[src/lfs_pkg.sv]
// types, codes and constants of the line follow steering block
package lfs_pkg;

   // sample and time widths
   localparam int LFS_LEVEL_W = 10;
   localparam int LFS_TIME_W  = 32;

   // request item layout: right, middle, left, now_ms from the lowest bit up
   localparam int LFS_REQ_RIGHT_LO  = 0;
   localparam int LFS_REQ_MIDDLE_LO = LFS_REQ_RIGHT_LO + LFS_LEVEL_W;
   localparam int LFS_REQ_LEFT_LO   = LFS_REQ_MIDDLE_LO + LFS_LEVEL_W;
   localparam int LFS_REQ_NOW_LO    = LFS_REQ_LEFT_LO + LFS_LEVEL_W;
   localparam int LFS_REQ_USED_W    = LFS_REQ_NOW_LO + LFS_TIME_W;
   localparam int LFS_REQ_W         = ((LFS_REQ_USED_W + 7) / 8) * 8;

   // response item layout: drive, fork_turn, route_done, line_seen
   localparam int LFS_RSP_DRIVE_LO = 0;
   localparam int LFS_RSP_FORK_LO  = 2;
   localparam int LFS_RSP_DONE_BIT = 4;
   localparam int LFS_RSP_SEEN_LO  = 5;
   localparam int LFS_RSP_W        = 8;

   // detection bit positions in line_seen
   localparam int LFS_SEEN_RIGHT  = 0;
   localparam int LFS_SEEN_MIDDLE = 1;
   localparam int LFS_SEEN_LEFT   = 2;

   // drive codes
   localparam logic [1:0] LFS_DRV_STOP  = 2'd0;
   localparam logic [1:0] LFS_DRV_FWD   = 2'd1;
   localparam logic [1:0] LFS_DRV_RIGHT = 2'd2;
   localparam logic [1:0] LFS_DRV_LEFT  = 2'd3;

   // fork decision codes
   localparam logic [1:0] LFS_FORK_NONE  = 2'd0;
   localparam logic [1:0] LFS_FORK_LEFT  = 2'd1;
   localparam logic [1:0] LFS_FORK_RIGHT = 2'd2;

   // register indexes on the csr port
   localparam int LFS_CSR_IDX_W = 3;
   localparam logic [LFS_CSR_IDX_W-1:0] LFS_CSR_DETECT_LOW  = 3'd0;
   localparam logic [LFS_CSR_IDX_W-1:0] LFS_CSR_DETECT_HIGH = 3'd1;
   localparam logic [LFS_CSR_IDX_W-1:0] LFS_CSR_TRACK_EN    = 3'd2;
   localparam logic [LFS_CSR_IDX_W-1:0] LFS_CSR_ROUTE_EN    = 3'd3;
   localparam logic [LFS_CSR_IDX_W-1:0] LFS_CSR_ROUTE_LEN   = 3'd4;
   localparam logic [LFS_CSR_IDX_W-1:0] LFS_CSR_ROUTE_TURNS = 3'd5;
   localparam logic [LFS_CSR_IDX_W-1:0] LFS_CSR_HOLDOFF     = 3'd6;
   localparam int LFS_CSR_DATA_W = 10;

   // register reset values
   localparam logic [9:0] LFS_RST_DETECT_LOW  = 10'd0;
   localparam logic [9:0] LFS_RST_DETECT_HIGH = 10'd1023;
   localparam logic [3:0] LFS_RST_ROUTE_LEN   = 4'd0;
   localparam logic [7:0] LFS_RST_ROUTE_TURNS = 8'd6;
   localparam logic [7:0] LFS_RST_HOLDOFF     = 8'd50;

   // route limits: longest route and width that holds it
   localparam int LFS_ROUTE_MAX = 8;
   localparam int LFS_LEN_W     = 5;
   localparam logic [7:0] LFS_HOLD_SAT = 8'hFF;

   // blind scan timing in ms since the scan started
   localparam logic [LFS_TIME_W-1:0] LFS_SCAN_SWING_LEFT  = 32'd200;
   localparam logic [LFS_TIME_W-1:0] LFS_SCAN_SWING_RIGHT = 32'd1600;
   localparam logic [LFS_TIME_W-1:0] LFS_SCAN_SWING_END   = 32'd2000;
   localparam logic [LFS_TIME_W-1:0] LFS_SCAN_STOP_LO     = 32'd3000;
   localparam logic [LFS_TIME_W-1:0] LFS_SCAN_STOP_HI     = 32'd3500;

   // configuration register set
   typedef struct packed {
      logic [LFS_LEVEL_W-1:0] detect_low;
      logic [LFS_LEVEL_W-1:0] detect_high;
      logic                   tracking_enable;
      logic                   route_enable;
      logic [3:0]             route_length;
      logic [7:0]             route_turns;
      logic [7:0]             fork_holdoff;
   } lfs_cfg_type;

   // per-item decision from the steering core
   typedef struct packed {
      logic [1:0] drive;
      logic [1:0] fork_turn;
      logic       route_done;
   } lfs_result_type;

endpackage

[src/lfs_window.sv]
// window compare of the three reflectance samples
module lfs_window
   import lfs_pkg::*;
(
   input  logic [LFS_LEVEL_W-1:0] right_level,
   input  logic [LFS_LEVEL_W-1:0] middle_level,
   input  logic [LFS_LEVEL_W-1:0] left_level,
   input  logic [LFS_LEVEL_W-1:0] detect_low,
   input  logic [LFS_LEVEL_W-1:0] detect_high,
   output logic [2:0]             line_seen
);

   // inclusive window, an inverted window detects nothing
   always_comb begin
      line_seen = '0;
      line_seen[LFS_SEEN_RIGHT]  = (right_level >= detect_low) && (right_level <= detect_high);
      line_seen[LFS_SEEN_MIDDLE] = (middle_level >= detect_low)
                                   && (middle_level <= detect_high);
      line_seen[LFS_SEEN_LEFT]   = (left_level >= detect_low) && (left_level <= detect_high);
   end

endmodule

[src/lfs_core.sv]
// steering state: sensor priority, blind scan and route fork turns
module lfs_core
   import lfs_pkg::*;
(
   input  logic                  clock,
   input  logic                  reset,
   input  logic                  step,
   input  logic [2:0]            line_seen,
   input  logic [LFS_TIME_W-1:0] now_ms,
   input  lfs_cfg_type           cfg,
   output lfs_result_type        res
);

   logic                  scan_armed_ff, scan_armed_in;
   logic                  scan_active_ff, scan_active_in;
   logic [LFS_TIME_W-1:0] scan_start_ff, scan_start_in;
   logic [3:0]            turn_index_ff, turn_index_in;
   logic [7:0]            holdoff_ff, holdoff_in;
   logic [1:0]            last_drive_ff, last_drive_in;
   logic [LFS_LEN_W-1:0]  len_eff;
   logic [LFS_TIME_W-1:0] start_eff;
   logic [LFS_TIME_W-1:0] elapsed;
   logic [1:0]            drive_v;
   logic [1:0]            fork_v;
   logic                  turn_bit;
   logic                  at_fork;

   // route length clipped to the longest route
   assign len_eff = ({1'b0, cfg.route_length} > LFS_LEN_W'(LFS_ROUTE_MAX))
                    ? LFS_LEN_W'(LFS_ROUTE_MAX) : {1'b0, cfg.route_length};

   // turn indexes of eight and above read as left
   assign turn_bit = !turn_index_ff[3] && cfg.route_turns[turn_index_ff[2:0]];

   assign at_fork = cfg.route_enable && ({1'b0, turn_index_ff} < len_eff)
                    && line_seen[LFS_SEEN_LEFT] && line_seen[LFS_SEEN_RIGHT];

   // next state and decision for the current item
   always_comb begin
      scan_armed_in  = scan_armed_ff;
      scan_active_in = scan_active_ff;
      scan_start_in  = scan_start_ff;
      turn_index_in  = turn_index_ff;
      holdoff_in     = holdoff_ff;
      drive_v        = LFS_DRV_STOP;
      fork_v         = LFS_FORK_NONE;
      start_eff      = scan_armed_ff ? now_ms : scan_start_ff;
      elapsed        = now_ms - start_eff;

      if (cfg.tracking_enable) begin
         // fork handling with holdoff count
         if (at_fork) begin
            if (holdoff_ff > cfg.fork_holdoff) begin
               fork_v        = turn_bit ? LFS_FORK_RIGHT : LFS_FORK_LEFT;
               turn_index_in = turn_index_ff + 4'd1;
               holdoff_in    = '0;
            end else if (holdoff_ff != LFS_HOLD_SAT) begin
               holdoff_in = holdoff_ff + 8'd1;
            end
         end

         if (line_seen != '0) begin
            // sensor priority: middle, right, left
            priority if (line_seen[LFS_SEEN_MIDDLE]) begin
               drive_v = LFS_DRV_FWD;
            end else if (line_seen[LFS_SEEN_RIGHT]) begin
               drive_v = LFS_DRV_RIGHT;
            end else begin
               drive_v = LFS_DRV_LEFT;
            end
            scan_armed_in  = 1'b1;
            scan_active_in = 1'b1;
         end else begin
            // blind scan, a fresh scan starts its time at the current item with a right swing
            if (scan_armed_ff) begin
               scan_armed_in = 1'b0;
               scan_start_in = now_ms;
            end
            priority if (((elapsed <= LFS_SCAN_SWING_LEFT)
                          || ((elapsed >= LFS_SCAN_SWING_RIGHT)
                              && (elapsed <= LFS_SCAN_SWING_END)))
                         && scan_active_ff) begin
               drive_v = LFS_DRV_RIGHT;
            end else if ((elapsed >= LFS_SCAN_SWING_LEFT)
                         && (elapsed <= LFS_SCAN_SWING_RIGHT) && scan_active_ff) begin
               drive_v = LFS_DRV_LEFT;
            end else if ((elapsed >= LFS_SCAN_STOP_LO) && (elapsed <= LFS_SCAN_STOP_HI)) begin
               scan_active_in = 1'b0;
               drive_v        = LFS_DRV_STOP;
            end else begin
               // gaps between the sweeps hold the last command
               drive_v = scan_armed_ff ? LFS_DRV_STOP : last_drive_ff;
            end
         end
      end else if (!scan_armed_ff) begin
         // standby re-arms a started scan
         scan_armed_in  = 1'b1;
         scan_active_in = 1'b1;
         scan_start_in  = '0;
      end

      last_drive_in  = drive_v;
      res.drive      = drive_v;
      res.fork_turn  = fork_v;
      res.route_done = cfg.route_enable && ({1'b0, turn_index_in} >= len_eff);
   end

   // state registers, updated once per item
   always_ff @(posedge clock) begin
      if (reset) begin
         scan_armed_ff  <= 1'b1;
         scan_active_ff <= 1'b1;
         scan_start_ff  <= '0;
         turn_index_ff  <= '0;
         holdoff_ff     <= '0;
         last_drive_ff  <= LFS_DRV_STOP;
      end else if (step) begin
         scan_armed_ff  <= scan_armed_in;
         scan_active_ff <= scan_active_in;
         scan_start_ff  <= scan_start_in;
         turn_index_ff  <= turn_index_in;
         holdoff_ff     <= holdoff_in;
         last_drive_ff  <= last_drive_in;
      end
   end

endmodule

[src/line_follow_steering_top.sv]
// top level of the line follow steering block
// a request is held in the input register, then its response in the output register
// throughput: one item per cycle while responses are taken, the core state updates in a single step per item
// the output register takes a new item in the cycle its old item is taken
// reset (synchronous, active high) clears both stages, the scan and route state
// and loads the register defaults
module line_follow_steering_top
   import lfs_pkg::*;
(
   input  logic                      clock,
   input  logic                      reset,
   // request channel
   input  logic                      req_tvalid,
   output logic                      req_tready,
   input  logic [LFS_REQ_W-1:0]      req_tdata,  // right_level, middle_level, left_level, now_ms
   // response channel
   output logic                      rsp_tvalid,
   input  logic                      rsp_tready,
   output logic [LFS_RSP_W-1:0]      rsp_tdata,  // drive, fork_turn, route_done, line_seen
   // register write port
   input  logic                      csr_we,
   input  logic [LFS_CSR_IDX_W-1:0]  csr_index,
   input  logic [LFS_CSR_DATA_W-1:0] csr_wdata
);

   lfs_cfg_type          cfg_ff, cfg_in;
   logic                 in_valid_ff, in_valid_in;
   logic [LFS_REQ_W-1:0] in_data_ff;
   logic                 out_valid_ff, out_valid_in;
   logic [LFS_RSP_W-1:0] out_data_ff, out_data_in;
   logic                 advance;
   logic [2:0]           line_seen;
   lfs_result_type       res;

   // register writes
   always_comb begin
      cfg_in = cfg_ff;
      if (csr_we) begin
         unique case (csr_index)
            LFS_CSR_DETECT_LOW:  cfg_in.detect_low      = csr_wdata;
            LFS_CSR_DETECT_HIGH: cfg_in.detect_high     = csr_wdata;
            LFS_CSR_TRACK_EN:    cfg_in.tracking_enable = csr_wdata[0];
            LFS_CSR_ROUTE_EN:    cfg_in.route_enable    = csr_wdata[0];
            LFS_CSR_ROUTE_LEN:   cfg_in.route_length    = csr_wdata[3:0];
            LFS_CSR_ROUTE_TURNS: cfg_in.route_turns     = csr_wdata[7:0];
            LFS_CSR_HOLDOFF:     cfg_in.fork_holdoff    = csr_wdata[7:0];
            default: ;
         endcase
      end
   end

   always_ff @(posedge clock) begin
      if (reset) begin
         cfg_ff.detect_low      <= LFS_RST_DETECT_LOW;
         cfg_ff.detect_high     <= LFS_RST_DETECT_HIGH;
         cfg_ff.tracking_enable <= 1'b0;
         cfg_ff.route_enable    <= 1'b0;
         cfg_ff.route_length    <= LFS_RST_ROUTE_LEN;
         cfg_ff.route_turns     <= LFS_RST_ROUTE_TURNS;
         cfg_ff.fork_holdoff    <= LFS_RST_HOLDOFF;
      end else begin
         cfg_ff <= cfg_in;
      end
   end

   // stage handshake: the input item moves when the output register is free
   assign advance      = in_valid_ff && (!out_valid_ff || rsp_tready);
   assign req_tready   = !in_valid_ff || advance;
   assign in_valid_in  = (req_tvalid && req_tready) ? 1'b1 : (advance ? 1'b0 : in_valid_ff);
   assign out_valid_in = advance ? 1'b1 : (rsp_tready ? 1'b0 : out_valid_ff);

   always_ff @(posedge clock) begin
      if (reset) begin
         in_valid_ff  <= 1'b0;
         out_valid_ff <= 1'b0;
      end else begin
         in_valid_ff  <= in_valid_in;
         out_valid_ff <= out_valid_in;
      end
   end

   // payload registers
   always_ff @(posedge clock) begin
      if (req_tvalid && req_tready) begin
         in_data_ff <= req_tdata;
      end
      if (advance) begin
         out_data_ff <= out_data_in;
      end
   end

   lfs_window u_window (
      .right_level  (in_data_ff[LFS_REQ_RIGHT_LO +: LFS_LEVEL_W]),
      .middle_level (in_data_ff[LFS_REQ_MIDDLE_LO +: LFS_LEVEL_W]),
      .left_level   (in_data_ff[LFS_REQ_LEFT_LO +: LFS_LEVEL_W]),
      .detect_low   (cfg_ff.detect_low),
      .detect_high  (cfg_ff.detect_high),
      .line_seen    (line_seen)
   );

   lfs_core u_core (
      .clock     (clock),
      .reset     (reset),
      .step      (advance),
      .line_seen (line_seen),
      .now_ms    (in_data_ff[LFS_REQ_NOW_LO +: LFS_TIME_W]),
      .cfg       (cfg_ff),
      .res       (res)
   );

   // pack the response item
   always_comb begin
      out_data_in = '0;
      out_data_in[LFS_RSP_DRIVE_LO +: 2] = res.drive;
      out_data_in[LFS_RSP_FORK_LO +: 2]  = res.fork_turn;
      out_data_in[LFS_RSP_DONE_BIT]      = res.route_done;
      out_data_in[LFS_RSP_SEEN_LO +: 3]  = line_seen;
   end

   assign rsp_tvalid = out_valid_ff;
   assign rsp_tdata  = out_data_ff;

endmodule

[config.mk]
export PLATFORM = sky130hd
export DESIGN_NAME = line_follow_steering_top
export DESIGN_NICKNAME = d
export VERILOG_FILES = /design/src/lfs_pkg.sv /design/src/lfs_window.sv /design/src/lfs_core.sv /design/src/line_follow_steering_top.sv
export SDC_FILE = /design/constraint.sdc
export NUM_CORES = 1
export LEC_CHECK = 0
export BUFFER_PORTS_ARGS = -buffer_cell sky130_fd_sc_hd__buf_4
export CAP_MARGIN = 0
export CORE_UTILIZATION = 35
export DETAILED_ROUTE_END_ITERATION = 6
export PLACE_DENSITY = 0.61
export SETUP_SLACK_MARGIN = 0.02
export SLEW_MARGIN = 20
export SYNTH_ARGS = -nofsm -noshare
export SYNTH_HDL_FRONTEND = slang
export SYNTH_SLANG_ARGS = --single-unit
[constraint.sdc]
create_clock -name clock -period 5.8 [get_ports clock]
set_clock_uncertainty 0.05 [all_clocks]
set_input_delay 0.58 -clock clock [delete_from_list [all_inputs] [get_ports clock]]
set_output_delay 0.58 -clock clock [all_outputs]
set_load 0.01 [all_outputs]
# Yosys cells after proc, flatten, opt, wreduce, memory -nomap -nowiden

Index checks and enable logic that the tools add are counted.

Bits in read-only memories: 0
Memory bits (writable): 0
Output and inout port bits: 10
Latch bits: 0
Word-level logic and storage cells: 121
Register bits: 162
Memories: 0
Input bits: 82

Shift-type cells: 0
Muxes and demuxes: 33
Reduce and logical (&&, ||, !) cells: 37
Divide/modulo/power cells: 0
Multiply operators: 0
$add $sub $neg: 3
Equal/unequal tests: 12
Bitwise logic cells: 0
Magnitude comparators: 18

Operators by type and width:

| cell                                                                 | count |
|---|---|
| two-way mux 32 bit                                                   | 4 |
| less-or-equal comparator 32 x 11 -> 1 bit (second input constant)    | 2 |
| greater-or-equal comparator 32 x 11 -> 1 bit (second input constant) | 1 |
| greater-or-equal comparator 32 x 12 -> 1 bit (second input constant) | 1 |
| greater-or-equal comparator 32 x 8 -> 1 bit (second input constant)  | 1 |
| less-or-equal comparator 32 x 12 -> 1 bit (second input constant)    | 1 |
| less-or-equal comparator 32 x 8 -> 1 bit (second input constant)     | 1 |
| subtractor 32 bit                                                    | 1 |
| greater-or-equal comparator 10 bit                                   | 3 |
| less-or-equal comparator 10 bit                                      | 3 |
| two-way mux 2 bit                                                    | 8 |
| two-way mux 4 bit                                                    | 4 |
| two-way mux 8 bit                                                    | 2 |
| logical AND 1 bit                                                    | 15 |
| two-way mux 1 bit                                                    | 14 |
| AND reduction 2 bit                                                  | 7 |
| == test 3 bit (second input constant)                                | 3 |
| adder 8 x 1 -> 8 bit (second input constant)                         | 1 |
| greater-than comparator 8 bit                                        | 1 |
| != test 8 bit (second input constant)                                | 1 |
| == test 3 x 2 -> 1 bit (second input constant)                       | 2 |
| != test 3 x 2 -> 1 bit (second input constant)                       | 2 |
| AND reduction 3 bit                                                  | 2 |
| nonzero test 2 bit                                                   | 3 |
| 15 further kinds                                                     | 20 |

# Depth between registers and ports, before layout

Gate-level depths: netlist of the first run.

Depth after elaboration: 10
Mapped depth: 18
Mapped depth without buffers: 18

# Hierarchy

A second synthesis of the first run with hierarchy kept.

Cell total of the unflattened synthesis: 1071
Area total of the unflattened synthesis: 10490.1 sq um

By module, submodules not included:

| module                   | area each (sq um) | seq. area each (sq um) | times used | cells each |
|---|---|---|---|---|
| lfs_core                 | 5139.9            | 960.9                  | 1          | 651 |
| line_follow_steering_top | 3965.1            | 2982.9                 | 1          | 252 |
| lfs_window               | 1385.1            | 0.0                    | 1          | 168 |

# Least setup slack after synthesis of the first run

No wires, ideal clock.

Kind: register to register
From: register u_core.scan_armed_ff
To: register u_core.last_drive_ff[1]
Data required time: 5.676 ns
Setup time: 0.074 ns
Slack: 1.471 ns
Period minus slack after synthesis: 4.329 ns
Arrival: 4.205 ns
Buffers on the path: 2
Cell stages (with the launch flop): 16
Cells stage by stage: dfxtp_1 -> clkbuf_1 -> buf_1 -> mux2_2 -> ha_1 -> fa_1 -> nand2b_1 -> a21boi_4 -> o21ai_2 -> xnor2_1 -> or3_1 -> a31o_1 -> a21oi_2 -> o211ai_4 -> a2111o_1 -> a31oi_1

Longest elaborated chain between the ends: 9
Elaborated cells on any way between the ends: 21
Classes of those cells: 1 x add/sub; 7 x order compare; 7 x mux; 6 x reduce/logical

RTL lines:

| item                                                                 | RTL line                                       | source |
|---|---|---|
| from (decl)                                                          | lfs_core.sv:14                                 | `logic scan_armed_ff, scan_armed_in;` |
| from (signal assigned)                                               | lfs_core.sv:118                                | `scan_armed_ff <= scan_armed_in;` |
| two-way mux 32 bit                                                   | lfs_core.sv:47                                 | `start_eff = scan_armed_ff ? now_ms : scan_start_ff;` |
| subtractor 32 bit                                                    | lfs_core.sv:48                                 | `elapsed = now_ms - start_eff;` |
| greater-or-equal comparator 32 x 12 -> 1 bit (tied with other cells) | lfs_core.sv:87                                 | `end else if ((elapsed >= LFS_SCAN_STOP_LO) && (elapsed <= LFS_SCAN_STOP_HI)) begin` |
| logical AND 1 bit, on equally long branches                          | lfs_core.sv:87, lfs_core.sv:81, lfs_core.sv:85 |  |
| two-way mux 2 bit (tied with other cells)                            | lfs_core.sv:87                                 |  |
| two-way mux 2 bit / logical AND 1 bit (equally long branches)        | lfs_core.sv:84, lfs_core.sv:82                 |  |
| two-way mux 2 bit *                                                  | lfs_core.sv:79                                 | `priority if (((elapsed <= LFS_SCAN_SWING_LEFT)` |
| two-way mux 2 bit *                                                  | lfs_core.sv:62                                 | `if (line_seen != '0) begin` |
| two-way mux 2 bit *                                                  | lfs_core.sv:50                                 | `if (cfg.tracking_enable) begin` |
| to (signal assigned)                                                 | lfs_core.sv:123                                | `last_drive_ff <= last_drive_in;` |
| to (decl)                                                            | lfs_core.sv:19                                 | `logic [1:0] last_drive_ff, last_drive_in;` |

Every way passes the cells marked *; elsewhere a longest branch is shown, timed or not.
A chain may end at the register's enable or synchronous reset.

# Worst setup path in the final report of the first run

Ends and elaborated chain as after synthesis.

==> results of run 1 <==
metrics by stage:
stage / hold slack, ns / utilization [%] / total power [uW] / cells
after floorplan: 0.3831 / - / 1658 / 1141
after global placement: 0.3910 / 39.49 / 1810 / 1577
after detailed placement: 0.3985 / 39.49 / 1820 / 1577
after CTS: 0.2481 / 41.52 / 2981 / 1609
after global routing: 0.2443 / 41.55 / 3096 / 1609
final: 0.2619 / 41.55 / 2959 / 1609
state kept, by name, summed over array words and instances, names as in the netlist:
register / count
in_data_ff: 62
cfg_ff: 42
u_core.scan_start_ff: 32
rsp_tdata: 8
u_core.holdoff_ff: 8
u_core.turn_index_ff: 4
u_core.last_drive_ff: 2
in_valid_ff: 1
rsp_tvalid: 1
u_core.scan_active_ff: 1
u_core.scan_armed_ff: 1
worst max-delay path by stage:
stage / slack, ns / cells past startpoint / startpoint / to
2_1_floorplan: 1.47 / 15 / u_core.scan_armed_ff / u_core.last_drive_ff[1]
3_3_place_gp: 1.50 / 13 / u_core.scan_armed_ff / u_core.last_drive_ff[1]
3_5_place_dp: 1.43 / 13 / u_core.scan_armed_ff / u_core.last_drive_ff[1]
4_1_cts: 1.40 / 13 / u_core.scan_armed_ff / u_core.last_drive_ff[1]
5_1_grt: 1.05 / 13 / u_core.scan_armed_ff / u_core.last_drive_ff[1]
6_report: 1.36 / 13 / u_core.scan_armed_ff / u_core.last_drive_ff[1]
layer usage:
layer	vias up	global-route usage, %
met5	-	0
met4	0	5.181
met3	22	2.393
li1	4382	-
met1	4096	23.78
met2	161	27.70
logic make-up after synthesis:
logic type                 Yosys count  synth area share, %
buffers and inverters               97                3.634
muxes                               50                5.069
adders and majority gates          109                13.10
and+or+nand+nor                    355                16.82
xor gates and xnor gates            18                1.506
AOI/OAI and AO/OA                  350                22.19
DFF                                162                37.68
cell usage after synthesis, types with 13 or more instances:
library cell / instances
a21o_1: 30
a21oi_1: 108
a31oi_1: 14
clkbuf_1: 31
dfxtp_1: 92
edfxtp_1: 70
ha_1: 108
inv_1: 52
mux2i_1: 44
nand2_1: 115
nand2b_1: 46
nand3_1: 23
nand4_1: 23
nor2_1: 69
nor3_1: 16
o211ai_1: 24
o21ai_0: 65
or3_1: 13
worst register-to-register path: stages (launching register included):
cell      delay (ns)
dfxtp_2         0.73
buf_4           0.42
mux2i_1         0.29
ha_1            0.36
a21oi_1         0.43
o22ai_1         0.14
nor4_1          0.34
o2111a_1        0.24
o211ai_1        0.09
nor4_1          0.30
and4_4          0.31
o211ai_4        0.09
a2111o_1        0.41
a31oi_1         0.16
placed cells by master (no fill, tap or decap), types with 4 or more instances in the layout:
cell	count
o22ai_1	6
a211oi_1	10
inv_8	6
inv_1	52
edfxtp_1	70
o21ai_1	8
and4_1	4
buf_4	94
nor3_1	15
nor4_1	5
xor2_1	9
mux2i_1	44
and3_1	4
or3_1	13
dfxtp_1	91
mux2_2	4
o211a_1	4
nand3_1	23
nand4_1	23
and2_1	7
xnor2_1	9
nor2b_1	9
a21oi_2	5
o21ai_0	65
clkbuf_16	17
a21boi_0	6
nor2_1	68
a21oi_1	108
ha_1	108
a21o_1	30
o21a_1	10
nand2b_1	46
o211ai_1	24
a31oi_1	13
nand2_1	115
a211o_1	9
report_power, final:
part	internal, uW	switching [uW]
sequential	1230	24.0
combinational	219	325
clock	617	542
total	2070	891
area by class of cell:
| type | instances | area (um2) |
|---|---|---|
| Inverter | 55 | 206.4 |
| Sequential cell | 162 | 3945 |
| Clock buffer | 18 | 429.2 |
| Timing Repair Buffer | 94 | 705.7 |
| Fill cell | 2873 | 17000 |
| Clock inverter | 14 | 162.7 |
| Tap cell | 384 | 480.5 |
| Multi-Input combinational cell | 882 | 6157 |
==> key figures, run 1 <==
Status
  – Outcome: complete, no violations

Power and ir drop
  – Maximum vdd ir drop: 0.1433 mV
  – Leak: 0.004945 uW
  – Pwr dens: 244.8 nW/um2

Placed design
  – Area after DPL: 11490 um2
  – DP Wirelength: 18970 um
  – DP Worst Slack: 1.428 ns
  – GPL Wtd Cong: 0.8682
  – IO buf count: 89

Detailed routing
  – DRT Pass-1 Iters: 5
  – Number of DRC markers after the initial detailed-route iteration: 598
  – Metal-1 WL: 12770 um
  – Post-DRT Antenna Nets: 0
  – DR DRC count: 0
  – Final WL: 25630 um
  – Max layer used: met4
  – DR WL met2: 11680 um
  – Vias/cell: 5.383
  – Metal3 WL: 851 um
  – Routed WL per cell: 15.93 um
  – Vias: 8661

Logic synthesis
  – Top_reg_cell synth: dfxtp_1
  – Ranking of synthesized cells by area: edfxtp_1, dfxtp_1, ha_1
  – Avg Inst Size Synth: 9.173 um2
  – Cell count after synthesis: 1141
  – #FFs+latches synth: 162
  – Mapped Area: 10470 um2
  – Synth async-reset ratio: 0%
  – Synth top area share: 20.08%
  – Cell variety after synth: 84
  – Post-synthesis net count: 1332
  – YS warnings: 0
  – Register area share after synthesis: 37.68%
  – Number of synthesized flops with an enable pin: 70
  – Yosys top cell by area: edfxtp_1

Layout
  – Nets: 1403
  – Area Growth Syn to Fin: 15.48%
  – Fin area: 12090 um2
  – Fraction of layout cells with a size suffix above 1: 13.47%
  – Antenna diodes: 0

Floorplanning
  – Initial Utilization: 35.98%
  – Die height: 174.9 um
  – Die Area: 30600 um2
  – I/O pins: 92
  – Die Span X: 174.9 um
  – CORE AREA: 29090 um2
  – Row count: 62

Worst setup path
  – Crit path cell chain: buf_4 > mux2i_1 > ha_1 > a21oi_1 > o22ai_1 > nor4_1 > o2111a_1 > o211ai_1 > nor4_1 > and4_4 > o211ai_4 > a2111o_1 > a31oi_1
  – Max incr delay on CP: 0.73 ns
  – Worst path top cell family by delay: compound AO/OA/AOI/OAI gates
  – Sum of buffers and inverters on the critical path: 1
  – Crit Path Category: register to register
  – Worst reg-to-reg path cell count: 13
  – CP required: 6.11 ns
  – Flop2flop setup slack: 1.36 ns
  – R2R Path Start: u_core.scan_armed_ff
  – CP most frequent cell: nor4_1
  – CP arrival: 4.75 ns
  – Worst setup SP type: register
  – CP Capture Type: register
  – Crit Path Max Fanout: 20
  – Reg2reg end: u_core.last_drive_ff[1]
  – CP max-delay cell: dfxtp_2

CTS
  – Cts hold-fix bufs: 0
  – Clock sinks: 162
  – Root buf cell: clkbuf_16
  – Clock transition at path regs: 0.07 ns
  – Post-CTS Setup Inserts: 0
  – Clk_lat worst skew: 0.44 ns
  – H-tree depth: 4
  – TritonCTS clock tree: yes
  – Num CTS Buffers: 17
  – Clk buf depth: 2
  – Resized Gates After CTS: 0

STA
  – Slew Limit Fails: 0
  – Final WS setup: 1.358 ns
  – Worst-margin pin slew: 0.8946 ns
  – Finish-stage setup viols: 0
  – Unrepaired setup endpoints after global routing: no
  – Final Cycle Share: 76.59%
  – Setup TNS: 0 ns
  – Fmax: 225.1 MHz
  – Hold Fails Final Rpt: 0
  – Period minus WS final: 4.442 ns
  – Relative slew slack: 40.14%

Worst hold path
  – HP Class: primary input to register
  – Hold Crit Depth: 1
  – Hold endpoint: in_data_ff[6]
  – HP Start: req_tdata[6]

Global route
  – Vias in the first global route: 8384
  – Total grt overflow: 0
  – Initial antenna violation count: 0
  – First-pass GRT wire length: 42570 um
  – Gr usage total: 17.20%
  – Largest net degree at the start of global routing: 71

Job
  – # Max-Cap Violations: 0
Power figures use the tool's default switching activity.
==> run 2, diff against run 1 <==
Settings changed: PLACE_DENSITY 0.61 to 0.62.
Clock period 5.8 ns to 3.8 ns, I/O delays scaled along.
==> run 2 against run 1 <==
  * Combinational power grew 110%
  * Via count up 5.7%
  * Core utilization grew 5.6 points
  * Clock power increased by 53%
  * Global-route usage is 0.67 points higher
  * Die area unchanged
  * Final cell count is 7.1% higher
  * Critical path depth up 1
  * Register-to-register slack lost 1.3 ns
  * Largest power group unchanged
==> key figures, run 2 (synthesized netlist as in run 1, its figures left out) <==
Layout
  – Max reg flops: 62
  – Fin area: 13720 um2
  – Fraction of layout cells with a size suffix above 1: 27.71%
  – Antenna diodes: 0
  – Area Growth Syn to Fin: 31.13%
  – Register with the most flip-flops: in_data_ff
  – Most common cell after layout, fill and taps aside: buf_4
  – Biggest regs: in_data_ff (62), cfg_ff (42), u_core.scan_start_ff (32)
  – Non-filler cells, final: 1723
  – Nets: 1517
  – Most frequent cells in the layout: buf_4, nand2_1, ha_1, a21oi_1, dfxtp_1

Detailed routing
  – Vias: 9155
  – Routed WL per cell: 16.03 um
  – Number of DRC markers after the initial detailed-route iteration: 378
  – Vias/cell: 5.313
  – DR DRC count: 0
  – Post-DRT Antenna Nets: 0
  – Final WL: 27620 um
  – DRT Pass-1 Iters: 5

CTS
  – Root buf cell: clkbuf_16
  – Clk buf depth: 2
  – Cts hold-fix bufs: 0
  – TritonCTS clock tree: yes
  – Num CTS Buffers: 17
  – Clk_lat worst skew: 0.44 ns
  – Clock sinks: 162
  – Clock transition at path regs: 0.07 ns
  – H-tree depth: 4

Floorplanning
  – Initial Utilization: 35.98%
  – Die Area: 30600 um2
  – Die Span X: 174.9 um
  – I/O pins: 92
  – Die height: 174.9 um
  – CORE AREA: 29090 um2
  – Row count: 62

Global route
  – Initial antenna violation count: 0
  – Gr usage total: 17.87%
  – Largest net degree at the start of global routing: 70
  – First-pass GRT wire length: 43660 um
  – Vias in the first global route: 8721
  – Total grt overflow: 0

Worst hold path
  – HP Start: req_tdata[19]
  – HP Class: primary input to register

STA
  – Relative slew slack: 25.53%
  – Hold Fails Final Rpt: 0
  – Worst-margin pin slew: 1.109 ns
  – Period minus WS final: 3.755 ns
  – Unrepaired setup endpoints after global routing: yes
  – Setup TNS: 0 ns
  – Hold slack: 0.05759 ns
  – Fmax: 266.3 MHz
  – Slew Limit Fails: 0
  – Finish-stage setup viols: 0
  – Final Cycle Share: 98.82%

Worst setup path
  – R2R Path Start: u_core.scan_armed_ff
  – CP max-delay cell: dfxtp_4
  – Crit Path Category: register to register
  – Critical path origin: u_core.scan_armed_ff
  – Worst setup SP type: register
  – Worst path top cell family by delay: compound AO/OA/AOI/OAI gates
  – Sum of buffers and inverters on the critical path: 2
  – Crit path cell chain: clkbuf_16 > buf_4 > mux2i_2 > ha_1 > a21oi_4 > o21ai_2 > a21o_1 > a21o_1 > or3_4 > a2111oi_4 > and4_4 > o211ai_4 > a2111o_1 > a31oi_1
  – Max incr delay on CP: 0.44 ns
  – CP arrival: 4.07 ns
  – CP most frequent cell: a21o_1
  – CP required: 4.12 ns
  – Crit Path Max Fanout: 6
  – CP Capture Type: register

Power and ir drop
  – Leak: 0.005583 uW
  – P_sw: 1447 uW
  – Flop pwr share: 39.8%
  – Sw Share: 30.03%
  – Maximum vdd ir drop: 0.2672 mV
  – Pwr dens: 351.1 nW/um2
  – Clock power share: 36.8%
  – Design Power: 4819 uW
  – Comb power frac: 23.4%
  – Internal power: 3372 uW

Placed design
  – DP Wirelength: 20160 um
  – Area after DPL: 12200 um2
  – Dpl cells: 1668
  – IO buf count: 89
  – GPL Wtd Cong: 0.8968

Status
  – Outcome: complete, no violations

Job
  – # Max-Cap Violations: 0
run 2: changes by cell type in the layout (fill, tap and decap cells not counted), sizes merged:
| cell | previous run | this run |
|---|---|---|
| clkinvlp | 1 | 0 |
| clkbuf | 18 | 20 |
| buf | 94 | 207 |
run 2: cell type report:
| class | instances | area, um2 |
|---|---|---|
| fill | 2688 | 15370 |
| multi-input combinational | 882 | 6837 |
| sequential | 162 | 3948 |
| clock inverter | 13 | 136.4 |
| timing repair buffer | 208 | 1663 |
| tap | 384 | 480.5 |
| clock buffer | 19 | 454.2 |
| inverter | 55 | 206.4 |
run 2: worst paths after layout:
kind	cells past startpoint	slack [ns]	endpoint
hold / removal	1	0.06	in_data_ff[19]
setup reg to reg	14	0.04	u_core.last_drive_ff[1]
hold reg to reg	2	0.41	cfg_ff[12]
setup / recovery	14	0.04	u_core.last_drive_ff[1]
run 2: repair_timing:
action                                  4_1_cts  5_1_grt
endpoints found under the setup margin        4       10
resized for setup                             6      136
cloned                                        0        1
endpoints found under the hold margin         0        0
setup buffers                                 0       22
pin swaps                                     0       47
run 2: layer usage:
metal / up-vias / global-route usage [%] / wire, um
met5: - / 0 / 0
met4: 0 / 4.746 / 367
met3: 23 / 3.460 / 1021
met2: 165 / 28.85 / 12860
met1: 4365 / 24.29 / 13370
li1: 4602 / - / -
run 2: metrics by stage:
step / util (%) / setup slack [ns]
floorplan: - / 0.03550
global placement: 41.94 / 0.006934
detailed placement: 41.94 / -0.03783
CTS: 44.06 / 0.02038
global route: 47.18 / -0.09969
finish: 47.18 / 0.04487
run 2: power groups by stage:
stage | registers [uW] | logic [uW] | clock network (uW)
3_5_place_dp | 1950 | 968 | 0
3_3_place_gp | 1950 | 954 | 0
6_report | 1920 | 1130 | 1770
5_1_grt | 1920 | 1230 | 1890
2_1_floorplan | 1940 | 591 | 0
4_1_cts | 1910 | 977 | 1810
==> run 3, diff against run 2 <==
Settings changed: CTS_BUF_LIST from default to sky130_fd_sc_hd__clkbuf_16.
==> run 3 against run 2 <==
  * Largest power group unchanged
  * Die area did not move
  * Hold slack barely moved
  * Core utilization did not move
  * Clock power barely moved
  * Final area did not move
  * Fmax barely moved
  * Critical path type unchanged
  * Global-route usage did not move
  * Non-clock buffer count did not move
  * First-iteration DRC count did not move
  * Setup slack got worse by 0.0019 ns
  * Combinational power barely moved
  * Total power barely moved
==> key figures, run 3 (synthesized netlist as in run 1, its figures left out) <==
Global route
  – First-pass GRT wire length: 43660 um
  – Initial antenna violation count: 0
  – Total grt overflow: 0
  – Largest net degree at the start of global routing: 70
  – Gr usage total: 17.87%
  – Vias in the first global route: 8721

Worst setup path
  – Crit path cell chain: clkbuf_16 > buf_4 > mux2i_2 > ha_1 > a21oi_4 > o21ai_2 > a21o_1 > a21o_1 > or3_4 > a2111oi_4 > and4_4 > o211ai_4 > a2111o_1 > a31oi_1
  – Worst path top cell family by delay: compound AO/OA/AOI/OAI gates
  – Max incr delay on CP: 0.44 ns
  – CP most frequent cell: a21o_1
  – Sum of buffers and inverters on the critical path: 2
  – Worst setup SP type: register
  – Crit Path Max Fanout: 6
  – CP required: 4.12 ns
  – Crit Path Category: register to register
  – CP arrival: 4.08 ns
  – CP Capture Type: register
  – Flop2flop setup slack: 0.04 ns
  – CP max-delay cell: dfxtp_4

Layout
  – Register with the most flip-flops: in_data_ff
  – Nets: 1517
  – Most frequent cells in the layout: buf_4, nand2_1, ha_1, a21oi_1, dfxtp_1
  – Area Growth Syn to Fin: 31.13%
  – FILL cells: 2688
  – Antenna diodes: 0
  – Max reg flops: 62
  – Non-filler cells, final: 1723
  – Fraction of layout cells with a size suffix above 1: 27.71%
  – Biggest regs: in_data_ff (62), cfg_ff (42), u_core.scan_start_ff (32)
  – Most common cell after layout, fill and taps aside: buf_4
  – Finished Core Util: 47.18%

Floorplanning
  – Initial Utilization: 35.98%
  – Die Area: 30600 um2
  – CORE AREA: 29090 um2
  – Die Span X: 174.9 um
  – I/O pins: 92
  – Die height: 174.9 um
  – Row count: 62

STA
  – Setup TNS: 0 ns
  – Slew Limit Fails: 0
  – Final Cycle Share: 98.87%
  – Unrepaired setup endpoints after global routing: yes
  – Fmax: 266.2 MHz
  – Hold Fails Final Rpt: 0
  – Finish-stage setup viols: 0
  – Worst-margin pin slew: 1.109 ns
  – Relative slew slack: 25.53%
  – Period minus WS final: 3.757 ns

CTS
  – Num CTS Buffers: 17
  – Clk buf depth: 2
  – H-tree depth: 4
  – Cts hold-fix bufs: 0
  – Clock transition at path regs: 0.08 ns
  – Clk_lat worst skew: 0.44 ns
  – Root buf cell: clkbuf_16
  – TritonCTS clock tree: yes
  – Clock sinks: 162

Detailed routing
  – Routed WL per cell: 16.03 um
  – Post-DRT Antenna Nets: 0
  – DR WL met2: 12880 um
  – Metal3 WL: 1030 um
  – Metal-1 WL: 13350 um
  – Vias/cell: 5.322
  – DRT Pass-1 Iters: 5
  – Max layer used: met4
  – Vias: 9170
  – Final WL: 27620 um
  – DR DRC count: 0
  – Number of DRC markers after the initial detailed-route iteration: 378

Power and ir drop
  – Leak: 0.005587 uW
  – Pwr dens: 351.0 nW/um2
  – Maximum vdd ir drop: 0.2672 mV

Status
  – Outcome: complete, no violations

Worst hold path
  – HP Class: primary input to register

Placed design
  – IO buf count: 89
  – DP Wirelength: 20160 um
  – GPL Wtd Cong: 0.8968
  – Dpl cells: 1668

Job
  – # Max-Cap Violations: 0
-- run 3: changes by cell type in the layout (fill, tap and decap cells not counted) --
| cell | previous run | this run |
|---|---|---|
| clkbuf_1 | 1 | 0 |
| inv_1 | 51 | 52 |
-- run 3: area by class of cell --
class | instances | area, um2 | share of cell area (%)
repair buffers | 208 | 1663 | 12.12
clock inverters | 14 | 140.1 | 1.021
inverters | 55 | 206.4 | 1.504
well taps | 384 | 480.5 | 3.501
clock buffers | 18 | 450.4 | 3.282
multi-input cells | 882 | 6837 | 49.81
flip-flops and latches | 162 | 3948 | 28.76
-- run 3: power by group --
part | internal (uW) | leakage [uW] | total, uW | switching (uW)
Combinational | 525 | 0.00386 | 1130 | 602
Clock | 966 | 0.000301 | 1770 | 806
Sequential | 1880 | 0.00142 | 1920 | 40.4
-- run 3: through the flow --
step           hold WS (ns)  cell area (um2)  total power (uW)  setup WS [ns]
2_1_floorplan        0.3831            10500              2533        0.03550
3_3_place_gp         0.3899            12200              2906       0.006934
3_5_place_dp         0.3985            12200              2921       -0.03783
4_1_cts             0.03930            12820              4703        0.02038
5_1_grt             0.02910            13720              5040       -0.09969
6_report            0.05746            13720              4817        0.04302
-- run 3: final timing paths --
| path | from | end | depth (start not counted) |
|---|---|---|---|
| hold reg to reg | cfg_ff[12] | cfg_ff[12] | 2 |
| hold / removal | req_tdata[19] | in_data_ff[19] | 1 |
| setup reg to reg | u_core.scan_armed_ff | u_core.last_drive_ff[1] | 14 |
| setup / recovery | u_core.scan_armed_ff | u_core.last_drive_ff[1] | 14 |
-- run 3: worst register-to-register path, delay by kind of cell, from the launching register on --
family	cells	cell delay [ns]
AOI/OAI and AO/OA	8	1.59
adders and majority gates	1	0.31
buffers and inverters	2	0.31
DFF	1	0.44
muxes	1	0.23
and+or+nand+nor	2	0.73
-- run 3: per-layer routing --
layer	global-route usage [%]	vias to the layer above
li1	-	4603
met1	24.29	4375
met2	28.85	169
met3	3.460	23
met4	4.746	0
met5	0	-
-- run 3: what timing repair did --
| item | 4_1_cts | 5_1_grt |
|---|---|---|
| setup endpoints to repair | 4 | 10 |
| buffers inserted | 0 | 22 |
| pin swaps | 0 | 47 |
| hold endpoints to repair | 0 | 0 |
| gates cloned | 0 | 1 |
| resized for setup | 6 | 136 |
